### config.mk
export PLATFORM = sky130hd
export DESIGN_NAME = bounded_stack_with_search_unit
export DESIGN_NICKNAME = d
export VERILOG_FILES = /design/src/sv/bstk_pkg.sv /design/src/sv/bounded_stack_with_search_unit.sv /design/src/sv/bstk_ram.sv /design/src/sv/bstk_ctrl.sv
export SDC_FILE = /design/constraint.sdc
export NUM_CORES = 1
export LEC_CHECK = 0
export ABC_AREA = 1
export CAP_MARGIN = 0
export CORE_MARGIN = 1.5
export CORE_UTILIZATION = 60
export CTS_CLUSTER_SIZE = 14
export DETAILED_ROUTE_END_ITERATION = 7
export DONT_BUFFER_PORTS = 1
export PLACE_DENSITY = 0.87
export REMOVE_ABC_BUFFERS = 1
export SETUP_SLACK_MARGIN = 0.2
export SLEW_MARGIN = 20
export SYNTH_ARGS = -nofsm -noshare
export SYNTH_HDL_FRONTEND = slang
export SYNTH_SLANG_ARGS = --single-unit
### constraint.sdc
create_clock -name clock -period 5.4 [get_ports clock]
set_input_delay 0.54 -clock clock [delete_from_list [all_inputs] [get_ports clock]]
set_output_delay 0.54 -clock clock [all_outputs]
set_load 0.05 [all_outputs]
### src/sv/bstk_pkg.sv
// ----------------------------------------------------------------------------
// Bounded stack package
// Shared types, sizes and helpers for the bounded stack with search.
// ----------------------------------------------------------------------------
package bstk_pkg;

   // Number of words the stack holds.
   localparam int DEPTH  = 8;
   // Entry count holds 0 to DEPTH; the address covers 0 to DEPTH-1.
   localparam int CNT_W  = $clog2(DEPTH + 1);
   localparam int ADDR_W = (DEPTH > 1) ? $clog2(DEPTH) : 1;
   localparam int WORD_W = 32;
   localparam int NIB_W  = 4;

   typedef enum logic [1:0] {
      ACT_PUSH   = 2'd0,
      ACT_POP    = 2'd1,
      ACT_SEARCH = 2'd2,
      ACT_PEEK   = 2'd3
   } action_type;

   typedef enum logic [1:0] {
      ST_OK        = 2'd0,
      ST_OVERFLOW  = 2'd1,
      ST_UNDERFLOW = 2'd2,
      ST_RSVD      = 2'd3
   } status_type;

   // Index reported when a search finds nothing (all four bits set).
   localparam logic signed [NIB_W-1:0] NO_INDEX = '1;

   typedef struct packed {
      action_type               action;
      logic signed [WORD_W-1:0] value;
   } req_type;

   typedef struct packed {
      logic signed [WORD_W-1:0] data;
      logic signed [NIB_W-1:0]  found_index;
      status_type               status;
      logic [NIB_W-1:0]         entry_count;
   } rsp_type;

   // Port controls for the entry memory.
   typedef struct packed {
      logic              wr_en;
      logic [ADDR_W-1:0] wr_addr;
      logic [WORD_W-1:0] wr_data;
      logic [ADDR_W-1:0] rd_addr;
   } mem_ctl_type;

   // Low four bits of a count-sized value, zero-extended first when narrower.
   function automatic logic [NIB_W-1:0] to_nib(input logic [CNT_W-1:0] v);
      logic [CNT_W+NIB_W-1:0] wide;
      wide = {{NIB_W{1'b0}}, v};
      return wide[NIB_W-1:0];
   endfunction

endpackage

### src/sv/bounded_stack_with_search_unit.sv
// ----------------------------------------------------------------------------
// Bounded stack with search
// LIFO stack of signed 32-bit words with push, pop, peek and search.
// ----------------------------------------------------------------------------
// An item is taken when start is high and busy is low; its single result
// appears on rsp_item for one cycle with rsp_strobe high, and the receiver
// must take it then. The words live in a memory with a registered read. A
// push, and a pop, peek or search on an empty stack, finish straight from
// the dispatch state. A pop or peek on a non-empty stack passes through a
// read state for the top word. A search on a non-empty stack compares one
// stored word per cycle from the bottom entry up, and stops at the first
// match or after the top entry when nothing matches. The result strobe
// comes in the cycle busy falls, so a new item may be started right then.
module bounded_stack_with_search_unit
   import bstk_pkg::*;
(
   input  logic    clock,
   input  logic    reset,
   input  logic    start,
   output logic    busy,
   input  req_type req_item,
   output logic    rsp_strobe,
   output rsp_type rsp_item
);

   mem_ctl_type       mem_ctl;
   logic [WORD_W-1:0] mem_rd_data;

   // Sequencing and result building.
   bstk_ctrl u_ctrl (
      .clock       (clock),
      .reset       (reset),
      .start       (start),
      .busy        (busy),
      .req_item    (req_item),
      .rsp_strobe  (rsp_strobe),
      .rsp_item    (rsp_item),
      .mem_ctl     (mem_ctl),
      .mem_rd_data (mem_rd_data)
   );

   // Entry storage.
   bstk_ram #(
      .WIDTH (WORD_W),
      .DEPTH (DEPTH)
   ) u_entries (
      .clock   (clock),
      .wr_en   (mem_ctl.wr_en),
      .wr_addr (mem_ctl.wr_addr),
      .wr_data (mem_ctl.wr_data),
      .rd_addr (mem_ctl.rd_addr),
      .rd_data (mem_rd_data)
   );

endmodule

### src/sv/bstk_ram.sv
// ----------------------------------------------------------------------------
// Generic RAM
// Single write port, single read port, read data registered.
// ----------------------------------------------------------------------------
module bstk_ram #(
   parameter int WIDTH = 32,
   parameter int DEPTH = 8
) (
   input  logic                                    clock,
   input  logic                                    wr_en,
   input  logic [((DEPTH > 1) ? $clog2(DEPTH) : 1)-1:0] wr_addr,
   input  logic [WIDTH-1:0]                        wr_data,
   input  logic [((DEPTH > 1) ? $clog2(DEPTH) : 1)-1:0] rd_addr,
   output logic [WIDTH-1:0]                        rd_data
);

   logic [WIDTH-1:0] mem [DEPTH];
   logic [WIDTH-1:0] rd_data_ff;

   // Write and registered read.
   always_ff @(posedge clock) begin
      if (wr_en) begin
         mem[wr_addr] <= wr_data;
      end
      rd_data_ff <= mem[rd_addr];
   end

   assign rd_data = rd_data_ff;

endmodule

### src/sv/bstk_ctrl.sv
// ----------------------------------------------------------------------------
// Bounded stack controller
// Holds the entry count, sequences memory accesses and builds each result.
// ----------------------------------------------------------------------------
module bstk_ctrl
   import bstk_pkg::*;
(
   input  logic              clock,
   input  logic              reset,
   input  logic              start,
   output logic              busy,
   input  req_type           req_item,
   output logic              rsp_strobe,
   output rsp_type           rsp_item,
   output mem_ctl_type       mem_ctl,
   input  logic [WORD_W-1:0] mem_rd_data
);

   typedef enum logic [1:0] {
      S_IDLE,
      S_DISPATCH,
      S_READ,
      S_SCAN
   } state_type;

   state_type         state_ff, state_in;
   logic [CNT_W-1:0]  count_ff, count_in;
   logic [CNT_W-1:0]  idx_ff, idx_in;
   req_type           req_ff, req_in;
   logic              strobe_ff, strobe_in;
   rsp_type           rsp_ff, rsp_in;

   logic              empty;
   logic              full;
   logic [CNT_W-1:0]  top_idx;
   logic [CNT_W-1:0]  idx_next;

   assign empty    = (count_ff == '0);
   assign full     = (count_ff == CNT_W'(DEPTH));
   assign top_idx  = count_ff - 1'b1;
   assign idx_next = idx_ff + 1'b1;

   // Next state, memory controls and result.
   always_comb begin
      state_in  = state_ff;
      count_in  = count_ff;
      idx_in    = idx_ff;
      req_in    = req_ff;
      strobe_in = 1'b0;
      rsp_in    = rsp_ff;

      mem_ctl.wr_en   = 1'b0;
      mem_ctl.wr_addr = count_ff[ADDR_W-1:0];
      mem_ctl.wr_data = req_ff.value;
      mem_ctl.rd_addr = idx_next[ADDR_W-1:0];

      case (state_ff)
         S_IDLE: begin
            if (start) begin
               req_in   = req_item;
               state_in = S_DISPATCH;
            end
         end

         S_DISPATCH: begin
            rsp_in.data        = '0;
            rsp_in.found_index = NO_INDEX;
            rsp_in.status      = ST_OK;
            rsp_in.entry_count = to_nib(count_ff);
            case (req_ff.action)
               ACT_PUSH: begin
                  strobe_in = 1'b1;
                  state_in  = S_IDLE;
                  if (full) begin
                     rsp_in.status = ST_OVERFLOW;
                  end else begin
                     mem_ctl.wr_en      = 1'b1;
                     count_in           = count_ff + 1'b1;
                     rsp_in.entry_count = to_nib(count_in);
                  end
               end
               ACT_SEARCH: begin
                  mem_ctl.rd_addr = '0;
                  idx_in          = '0;
                  if (empty) begin
                     rsp_in.status = ST_UNDERFLOW;
                     strobe_in     = 1'b1;
                     state_in      = S_IDLE;
                  end else begin
                     state_in = S_SCAN;
                  end
               end
               default: begin
                  // Pop and peek both read the top entry.
                  mem_ctl.rd_addr = top_idx[ADDR_W-1:0];
                  if (empty) begin
                     rsp_in.status = ST_UNDERFLOW;
                     strobe_in     = 1'b1;
                     state_in      = S_IDLE;
                  end else begin
                     state_in = S_READ;
                  end
               end
            endcase
         end

         S_READ: begin
            // The top word is now out of the memory.
            rsp_in.data = $signed(mem_rd_data);
            if (req_ff.action == ACT_POP) begin
               count_in = top_idx;
            end
            rsp_in.entry_count = to_nib(count_in);
            strobe_in          = 1'b1;
            state_in           = S_IDLE;
         end

         S_SCAN: begin
            // Compare one entry per cycle while the next read is under way.
            idx_in = idx_next;
            if (mem_rd_data == req_ff.value) begin
               rsp_in.found_index = $signed(to_nib(idx_ff));
               strobe_in          = 1'b1;
               state_in           = S_IDLE;
            end else if (idx_next == count_ff) begin
               strobe_in = 1'b1;
               state_in  = S_IDLE;
            end
         end

         default: begin
            state_in = S_IDLE;
         end
      endcase
   end

   // State and registered outputs.
   always_ff @(posedge clock) begin
      if (reset) begin
         state_ff  <= S_IDLE;
         count_ff  <= '0;
         strobe_ff <= 1'b0;
      end else begin
         state_ff  <= state_in;
         count_ff  <= count_in;
         strobe_ff <= strobe_in;
      end
      idx_ff <= idx_in;
      req_ff <= req_in;
      rsp_ff <= rsp_in;
   end

   assign busy       = (state_ff != S_IDLE);
   assign rsp_strobe = strobe_ff;
   assign rsp_item   = rsp_ff;

endmodule

==> results by group, run 1 <==
Critical path
  – Category of the most critical setup path: reg -> reg
  – Delay of the slowest cell on the worst path: around 0.90 ns
  – Buf+Inv Stages, Crit Path: 3
  – Category of the worst setup path capture point: flip-flop
  – Critical path startpoint category: flip-flop
  – Family with the most delay on the worst path: buffers and inverters
  – Maximum fanout along the worst path: 65
  – R2R cell count: 11
  – Critical-path cell list: inv_1, ha_1, nand2_2, nand2_1, o22ai_4, buf_4, inv_2, o21ai_0, o22ai_1, nand2_1, o21ai_1
  – Critical Path Most Common Cell: sky130_fd_sc_hd__nand2_1
  – Data required time of the worst path: 5.84 ns
  – Data arrival time at the worst-slack endpoint: between 3 and 4 ns
  – CP max-delay cell: sky130_fd_sc_hd__inv_2
  – Stages on the worst setup path: 11

Hold path
  – Number of stages on the worst hold path: 0
  – Worst hold path class: in -> reg

Timing
  – Actual slew at the worst max-slew pin: 1.09 ns
  – Setup TNS Final: 0 ns
  – Post-route clock skew: roughly 0.021 ns
  – Final worst setup slack: 1.93 ns
  – Final-report setup violation count: 0
  – Headroom to the max-slew limit: 0.274
  – Total count of max-transition violations in the final report: 0
  – Final min period: 3.47 ns
  – Final Cycle Share: 0.642
  – Achievable clock frequency: 288 MHz
  – Hold Violations, Final: 0
  – Unrepaired setup endpoints after global routing: false

Route
  – WL per Instance: 20.3 um
  – Antenna Nets Post-Route: 0
  – Post-Route WL: roughly 30000 um
  – Violation count after the first detailed-route iteration: slightly below 900
  – Routed via count: ~8900
  – Post-detailed-route via-to-cell ratio: 5.89
  – DRC viols: 0
  – Number of iterations in the first detailed-routing pass: 5

Placed design
  – Count of input and output buffers: 0
  – Post-DP HPWL: 16000 um
  – Routability Congestion: 0.834
  – Setup slack after placement: 2.04 ns
  – Placed Cells: between 1000 and 1500

Floorplan
  – Horizontal die dimension: 159 um
  – Vertical die dimension: approximately 160 um
  – Count of boundary I/O pins: 81
  – Initial standard-cell utilization of the core: 0.615
  – # rows: 56
  – Total Die Area: roughly 25000 um^2
  – Core Footprint: between 20000 and 25000 um^2

Layout
  – Count of inserted antenna diode cells: 0
  – Filler cell count: approximately 1500
  – Share of final-layout standard cells stronger than drive strength 1: 0.0802
  – Net total in the final layout: about 1200
  – Area growth from synthesis to layout: 10.9%
  – Area taken by multi-input logic gates: between 3000 and 4000 um^2
  – Total area of sequential cells: 10900 um^2
  – Post-Layout Cell Count: ~1500
  – Share of the core filled with cells in the final layout: 0.683

Yosys
  – Share of the synthesized area in the top cell type: 0.694
  – Flop and latch count out of synthesis: 375
  – Per-instance average area after synthesis: 12.6 um^2
  – Count of mapped cells out of synthesis: 1151
  – Yosys warning count: 0
  – Post-synth EDFFs: 336
  – Post-synthesis cell type with the largest combined area: sky130_fd_sc_hd__edfxtp_1
  – Async S/R FF share, synth: 0
  – Synth cell types: 29
  – Most instantiated flip-flop cell in the synthesis netlist: sky130_fd_sc_hd__edfxtp_1
  – Cell types with the largest area share after synthesis: sky130_fd_sc_hd__edfxtp_1 69%, sky130_fd_sc_hd__dfxtp_1 5.4%, sky130_fd_sc_hd__nor2_1 4.1%
  – Post-Syn Area: 14500 um^2
  – List of most frequent post-synthesis cells: 336 x sky130_fd_sc_hd__edfxtp_1, 158 x sky130_fd_sc_hd__nor2_1, 144 x sky130_fd_sc_hd__nand2_1, 112 x sky130_fd_sc_hd__o21ai_1, 106 x sky130_fd_sc_hd__inv_1
  – Share of the yosys chip area belonging to registers: 0.748
  – Most repeated cell in the gate-level netlist after synthesis: sky130_fd_sc_hd__edfxtp_1

Global route
  – Global-route total usage across every layer: 0.251
  – Grt ovf: 0
  – Number of antenna violations at the first check in global routing: 0
  – Via count of the first global-routing pass: around 8900
  – Maximum number of pins on one net before global-route repair: roughly 100
  – Global-route wire length before repair: 46800 um

Power
  – Total power after layout: 9.47 mW
  – Power density over the cells: 588 nW/um^2
  – Peak supply drop: 0.000360 V
  – Leakage power: 5.82 nW

Clock tree
  – Clock H-tree levels: 2
  – Total CTS buffers: 37
  – Hold Buf Count CTS: 0
  – Number of resized instances in the post-cts repair step: 0
  – Buffer depth of the longest clock path: 3
  – TritonCTS clock tree: yes
  – Clock-pin slew reported for the worst setup and hold paths after clock tree synthesis: 0.06 ns
  – Setup fix buffers added after clock tree synthesis: 0
  – Total clock sinks: between 300 and 400
  – Clock latency reported for the late side of the worst-skew pair: 0.53 ns
  – Root buffer selected by CTS: sky130_fd_sc_hd__clkbuf_16

Run
  – Maximum capacitance violations: 0

Run status
  – Run status: complete, no violations
==> state kept, by name, summed over array words and instances, names as in the netlist <==
name,flops
u_entries.mem,256
u_ctrl.rsp_item,42
u_ctrl.mem_ctl,32
u_entries.rd_data,32
u_ctrl.count_ff,4
u_ctrl.idx_ff,4
u_ctrl.req_ff,2
u_ctrl.state_ff,2
u_ctrl.rsp_strobe,1
==> power by group <==
part	total, mW	switching [mW]	leakage [nW]	internal (mW)
registers	4.59	0.820	3.39	3.77
clock network	2.54	1.03	0.605	1.50
logic	2.34	1.63	1.82	0.717
==> metrics by stage <==
| step | hold WS (ns) | cell area [um^2] |
|---|---|---|
| 2_1_floorplan | 0.502 | 14300 |
| 3_3_place_gp | 0.522 | 14900 |
| 3_5_place_dp | 0.523 | 14900 |
| 4_1_cts | 0.0909 | 16100 |
| 5_1_grt | 0.0849 | 16100 |
| 6_report | 0.105 | 16100 |
==> logic make-up (layout without fill, tap and decap cells) <==
family | Yosys count | count (layout) | synth area share
adders and majority gates | 8 | 8 | 0.00689
AOI/OAI and AO/OA | 250 | 250 | 0.0935
DFF | 375 | 375 | 0.748
and+or+nand+nor | 325 | 325 | 0.0865
buffers and inverters | 164 | 198 | 0.0475
xor gates and xnor gates | 29 | 29 | 0.0175
==> cell type report <==
type	instances	area share
clock buffers	48	0.0645
well taps	319	0.0248
multi-input cells	612	0.189
flip-flops and latches	375	0.674
clock inverters	20	0.0106
inverters	113	0.0264
repair buffers	17	0.0104
==> worst reg2reg max path, cell delays in order (launching register included) <==
cell and delay [ns]:
sky130_fd_sc_hd__dfxtp_1 0.34, sky130_fd_sc_hd__inv_1 0.11, sky130_fd_sc_hd__ha_1 0.39, sky130_fd_sc_hd__nand2_2 0.19
sky130_fd_sc_hd__nand2_1 0.23, sky130_fd_sc_hd__o22ai_4 0.08, sky130_fd_sc_hd__buf_4 0.36, sky130_fd_sc_hd__inv_2 0.92
sky130_fd_sc_hd__o21ai_0 0.29, sky130_fd_sc_hd__o22ai_1 0.25, sky130_fd_sc_hd__nand2_1 0.10, sky130_fd_sc_hd__o21ai_1 0.11
==> worst paths after layout <==
kind / from / end / slack, ns
max reg2reg: u_ctrl.state_ff[1] / u_entries.rd_data[3] / 1.93
min reg2reg: u_entries.rd_data[8] / u_ctrl.rsp_item[18] / 0.54
max: u_ctrl.state_ff[1] / u_entries.rd_data[3] / 1.93
min: req_item[10] / u_ctrl.mem_ctl[13] / 0.10
==> placed cells by master (no fill, tap or decap), types with 3 or more instances in the layout <==
cell type / instances
sky130_fd_sc_hd__ha_1: 7
sky130_fd_sc_hd__bufinv_16: 3
sky130_fd_sc_hd__clkinv_2: 11
sky130_fd_sc_hd__nand2_1: 143
sky130_fd_sc_hd__inv_1: 105
sky130_fd_sc_hd__o22ai_1: 65
sky130_fd_sc_hd__clkbuf_1: 6
sky130_fd_sc_hd__xnor2_1: 26
sky130_fd_sc_hd__or2_2: 3
sky130_fd_sc_hd__o21ai_1: 112
sky130_fd_sc_hd__buf_4: 15
sky130_fd_sc_hd__nor2_4: 4
sky130_fd_sc_hd__nor3_2: 4
sky130_fd_sc_hd__inv_2: 4
sky130_fd_sc_hd__nand3_1: 12
sky130_fd_sc_hd__dfxtp_1: 39
sky130_fd_sc_hd__xor2_1: 3
sky130_fd_sc_hd__o21ai_0: 56
sky130_fd_sc_hd__a21oi_1: 11
sky130_fd_sc_hd__clkbuf_8: 3
sky130_fd_sc_hd__clkinv_1: 9
sky130_fd_sc_hd__edfxtp_1: 336
sky130_fd_sc_hd__clkbuf_16: 39
sky130_fd_sc_hd__nor2_1: 154
==> routing by layer <==
| layer | routed length [um] | global-route usage | up-vias | part of all wire |
|---|---|---|---|---|
| li1 | - | - | 4039 | - |
| met1 | 11700 | 0.318 | 4229 | 0.38 |
| met2 | 15100 | 0.421 | 497 | 0.50 |
| met3 | 2550 | 0.0484 | 95 | 0.084 |
| met4 | 1080 | 0.121 | 0 | 0.035 |
| met5 | 0 | 0 | - | 0 |
Note: power is estimated with default switching activity, not from simulation.
==> run 2: changes to the inputs <==
--- a/config.mk
+++ b/config.mk
@@ -5,7 +5,7 @@
 export SDC_FILE = /design/constraint.sdc
 export NUM_CORES = 1
 export LEC_CHECK = 0
-export ABC_AREA = 1
+export ABC_AREA = 0
 export CAP_MARGIN = 0
 export CORE_MARGIN = 1.5
 export CORE_UTILIZATION = 60
==> constraint.sdc (replaced) <==
create_clock -name clock -period 3.2 [get_ports clock]
set_input_delay 0.32 -clock clock [delete_from_list [all_inputs] [get_ports clock]]
set_output_delay 0.32 -clock clock [all_outputs]
set_load 0.05 [all_outputs]
==> run 2 against run 1 <==
Against the previous run:
- synthesized area rose by 0.10%
- non-clock buffer count rose by 42
- cell count fell by 7.7%
- sequential share of layout area fell by 1.3 points
- die area rose by 0.10%
==> results by group, run 2 <==
Layout
  – Max FFs per register: around 260
  – Count of inserted antenna diode cells: 0
  – Cell area after layout: 16400 um^2
  – Highest-count cells in the layout ignoring fill and taps: 336 x sky130_fd_sc_hd__edfxtp_1, 200 x sky130_fd_sc_hd__nand2_1, 66 x sky130_fd_sc_hd__nand3_1
  – Post-Layout Cell Count: around 1400
  – Share of final-layout standard cells stronger than drive strength 1: 0.102
  – Net total in the final layout: 1085
  – Area growth from synthesis to layout: 13.0%
  – Most common cell after layout, fill and taps aside: sky130_fd_sc_hd__edfxtp_1
  – Register with the most flip-flops: u_entries.mem

Power
  – Internal power: 8.49 mW
  – Leakage power: 5.58 nW
  – Switching power: 3.04 mW
  – Sequential fraction of design power: 0.532
  – Switching share of total power: 0.264
  – Power density over the cells: 701 nW/um^2
  – Comb pwr share: 0.114
  – Clock share of power: 0.354
  – Peak supply drop: 0.000598 V
  – Total power after layout: 11.5 mW

Clock tree
  – Clock-pin slew reported for the worst setup and hold paths after clock tree synthesis: 0.06 ns
  – Setup fix buffers added after clock tree synthesis: 0
  – Total CTS buffers: 37
  – TritonCTS clock tree: yes
  – Clock latency reported for the late side of the worst-skew pair: around 0.52 ns
  – Buffer depth of the longest clock path: 3
  – Clock H-tree levels: 2
  – Root buffer selected by CTS: sky130_fd_sc_hd__clkbuf_16
  – Total clock sinks: between 300 and 400

Timing
  – Achievable clock frequency: ~360 MHz
  – Final Cycle Share: 0.860
  – Hold Slack: 0.0295 ns
  – Unrepaired setup endpoints after global routing: false
  – Actual slew at the worst max-slew pin: roughly 1.0 ns
  – Total count of max-transition violations in the final report: 0
  – Post-route clock skew: 0.00986 ns
  – Final min period: approximately 2.8 ns
  – Headroom to the max-slew limit: 0.335
  – Hold Violations, Final: 0
  – Final-report setup violation count: 0

Floorplan
  – Core Footprint: 23600 um^2
  – Total Die Area: 25200 um^2
  – Horizontal die dimension: 159 um
  – Vertical die dimension: 159 um
  – Initial standard-cell utilization of the core: 0.616
  – Count of boundary I/O pins: 81
  – # rows: 56

Hold path
  – Worst hold path class: in -> reg

Route
  – Post-Route WL: roughly 29000 um
  – Violation count after the first detailed-route iteration: 867
  – Routed via count: 8362
  – Post-detailed-route via-to-cell ratio: 6.02
  – Number of iterations in the first detailed-routing pass: 5
  – DRC viols: 0
  – Antenna Nets Post-Route: 0
  – WL per Instance: approximately 21 um

Critical path
  – Critical R2R Launch: u_ctrl.state_ff[1]
  – Data arrival time at the worst-slack endpoint: about 3.2 ns
  – Critical path startpoint category: flip-flop
  – Register-to-register path setup slack: 0.45 ns
  – Category of the worst setup path capture point: flip-flop
  – Crit. Startpoint: u_ctrl.state_ff[1]
  – Critical path endpoint: u_entries.rd_data[22]
  – R2R cell count: 8
  – Endpoint of the worst register-to-register path: u_entries.rd_data[22]
  – Data required time of the worst path: 3.66 ns
  – Maximum fanout along the worst path: just under 50
  – Category of the most critical setup path: reg -> reg

Run
  – Maximum capacitance violations: 0

Global route
  – Global-route wire length before repair: 46400 um
  – Grt ovf: 0
  – Number of antenna violations at the first check in global routing: 0
  – Global-route total usage across every layer: 0.237
  – Maximum number of pins on one net before global-route repair: 97
  – Via count of the first global-routing pass: 8428

Yosys
  – Async S/R FF share, synth: 0
  – Most repeated cell in the gate-level netlist after synthesis: sky130_fd_sc_hd__edfxtp_1
  – Share of the synthesized area in the top cell type: 0.694
  – List of most frequent post-synthesis cells: 336 x sky130_fd_sc_hd__edfxtp_1, 200 x sky130_fd_sc_hd__nand2_1, 66 x sky130_fd_sc_hd__nand3_1, 57 x sky130_fd_sc_hd__and2_1, 39 x sky130_fd_sc_hd__dfxtp_1
  – Post-Syn Area: 14500 um^2
  – Share of the yosys chip area belonging to registers: 0.747
  – Post-synth EDFFs: 336
  – Most instantiated flip-flop cell in the synthesis netlist: sky130_fd_sc_hd__edfxtp_1
  – Yosys warning count: 0
  – Flop and latch count out of synthesis: roughly 380
  – Cell types with the largest area share after synthesis: sky130_fd_sc_hd__edfxtp_1 69%, sky130_fd_sc_hd__dfxtp_1 5.4%, sky130_fd_sc_hd__nand2_1 5.2%
  – Count of mapped cells out of synthesis: 1001
  – Post-synthesis cell type with the largest combined area: sky130_fd_sc_hd__edfxtp_1
  – Synth cell types: 48
  – Per-instance average area after synthesis: 14.5 um^2

Placed design
  – Routability Congestion: around 0.8
  – Count of input and output buffers: 0
  – Post-DP HPWL: between 15000 and 20000 um
  – Cell area reported after detailed placement: 14900 um^2
  – Placed Cells: between 1000 and 1500

Run status
  – Run status: complete, no violations
-- run 2: changes by cell type in the layout (fill, tap and decap cells not counted), sizes merged, moves of 33 or more --
cell and change:
a211oi +33, o21ai -162, inv -98, o22ai -64, xor2 +35, nor2 -137, nand2 +55, dlygate4sd3 +35
nand3 +54, and2 +66
-- run 2: kinds of logic (layout without fill, tap and decap cells) --
kind of cell               Yosys count  count (layout)  share of synthesized area
AOI/OAI and AO/OA                  119             119                     0.0682
xor gates and xnor gates            43              43                     0.0259
adders and majority gates            8               8                    0.00688
buffers and inverters               68             136                     0.0251
DFF                                375             375                      0.747
muxes                                4               4                    0.00318
and+or+nand+nor                    384             384                      0.123
-- run 2: area by class of cell --
class	count	area (um^2)
sequential	375	10900
clock buffer	47	1000
timing repair buffer	59	581
fill	1430	7170
multi-input combinational	558	3400
tap	319	399
inverter	9	33.8
clock inverter	21	151
-- run 2: power by group through the flow --
stage                     Sequential [mW]  Clock [mW]  Combinational (mW)
after floorplan                      6.13           0               0.893
after global placement               6.22           0                1.20
after detailed placement             6.23           0                1.25
after CTS                            6.13        4.13                1.31
after global routing                 6.16        4.33                1.44
final                                6.13        4.08                1.32
-- run 2: timing repair --
action,CTS,global route
resized for setup,0,0
hold endpoints to repair,40,0
hold buffers,35,0
-- run 2: critical path: stages (launching register included) --
cell                       delay [ns]
sky130_fd_sc_hd__dfxtp_1         0.34
sky130_fd_sc_hd__inv_1           0.12
sky130_fd_sc_hd__ha_1            0.56
sky130_fd_sc_hd__nand2_4         0.20
sky130_fd_sc_hd__o21ai_4         0.24
sky130_fd_sc_hd__buf_4           0.48
sky130_fd_sc_hd__a211oi_1        0.15
sky130_fd_sc_hd__a311oi_1        0.42
sky130_fd_sc_hd__a31o_1          0.17
-- run 2: worst min-delay path by stage --
stage	start	to	slack, ns	cells past startpoint
after floorplan	reset	u_ctrl.count_ff[0]	0.39	1
after global placement	reset	u_ctrl.count_ff[3]	0.39	1
after detailed placement	reset	u_ctrl.count_ff[1]	0.40	1
after CTS	start	u_ctrl.state_ff[1]	0.01	2
after global routing	start	u_ctrl.state_ff[1]	0.03	2
final	start	u_ctrl.state_ff[1]	0.03	2
-- run 2: layer usage --
| metal | global-route usage | part of all wire |
|---|---|---|
| met3 | 0.0402 | 0.078 |
| met5 | 0 | 0 |
| met2 | 0.399 | 0.51 |
| met4 | 0.0835 | 0.025 |
| met1 | 0.314 | 0.39 |
-- run 2: stage by stage --
step | setup WS (ns) | util | TNS, ns
6_report | 0.448 | 0.696 | 0
5_1_grt | 0.264 | 0.696 | 0
4_1_cts | 0.466 | 0.696 | 0
3_5_place_dp | 0.538 | 0.633 | 0
3_3_place_gp | 0.573 | 0.633 | 0
2_1_floorplan | -0.948 | - | -71.16
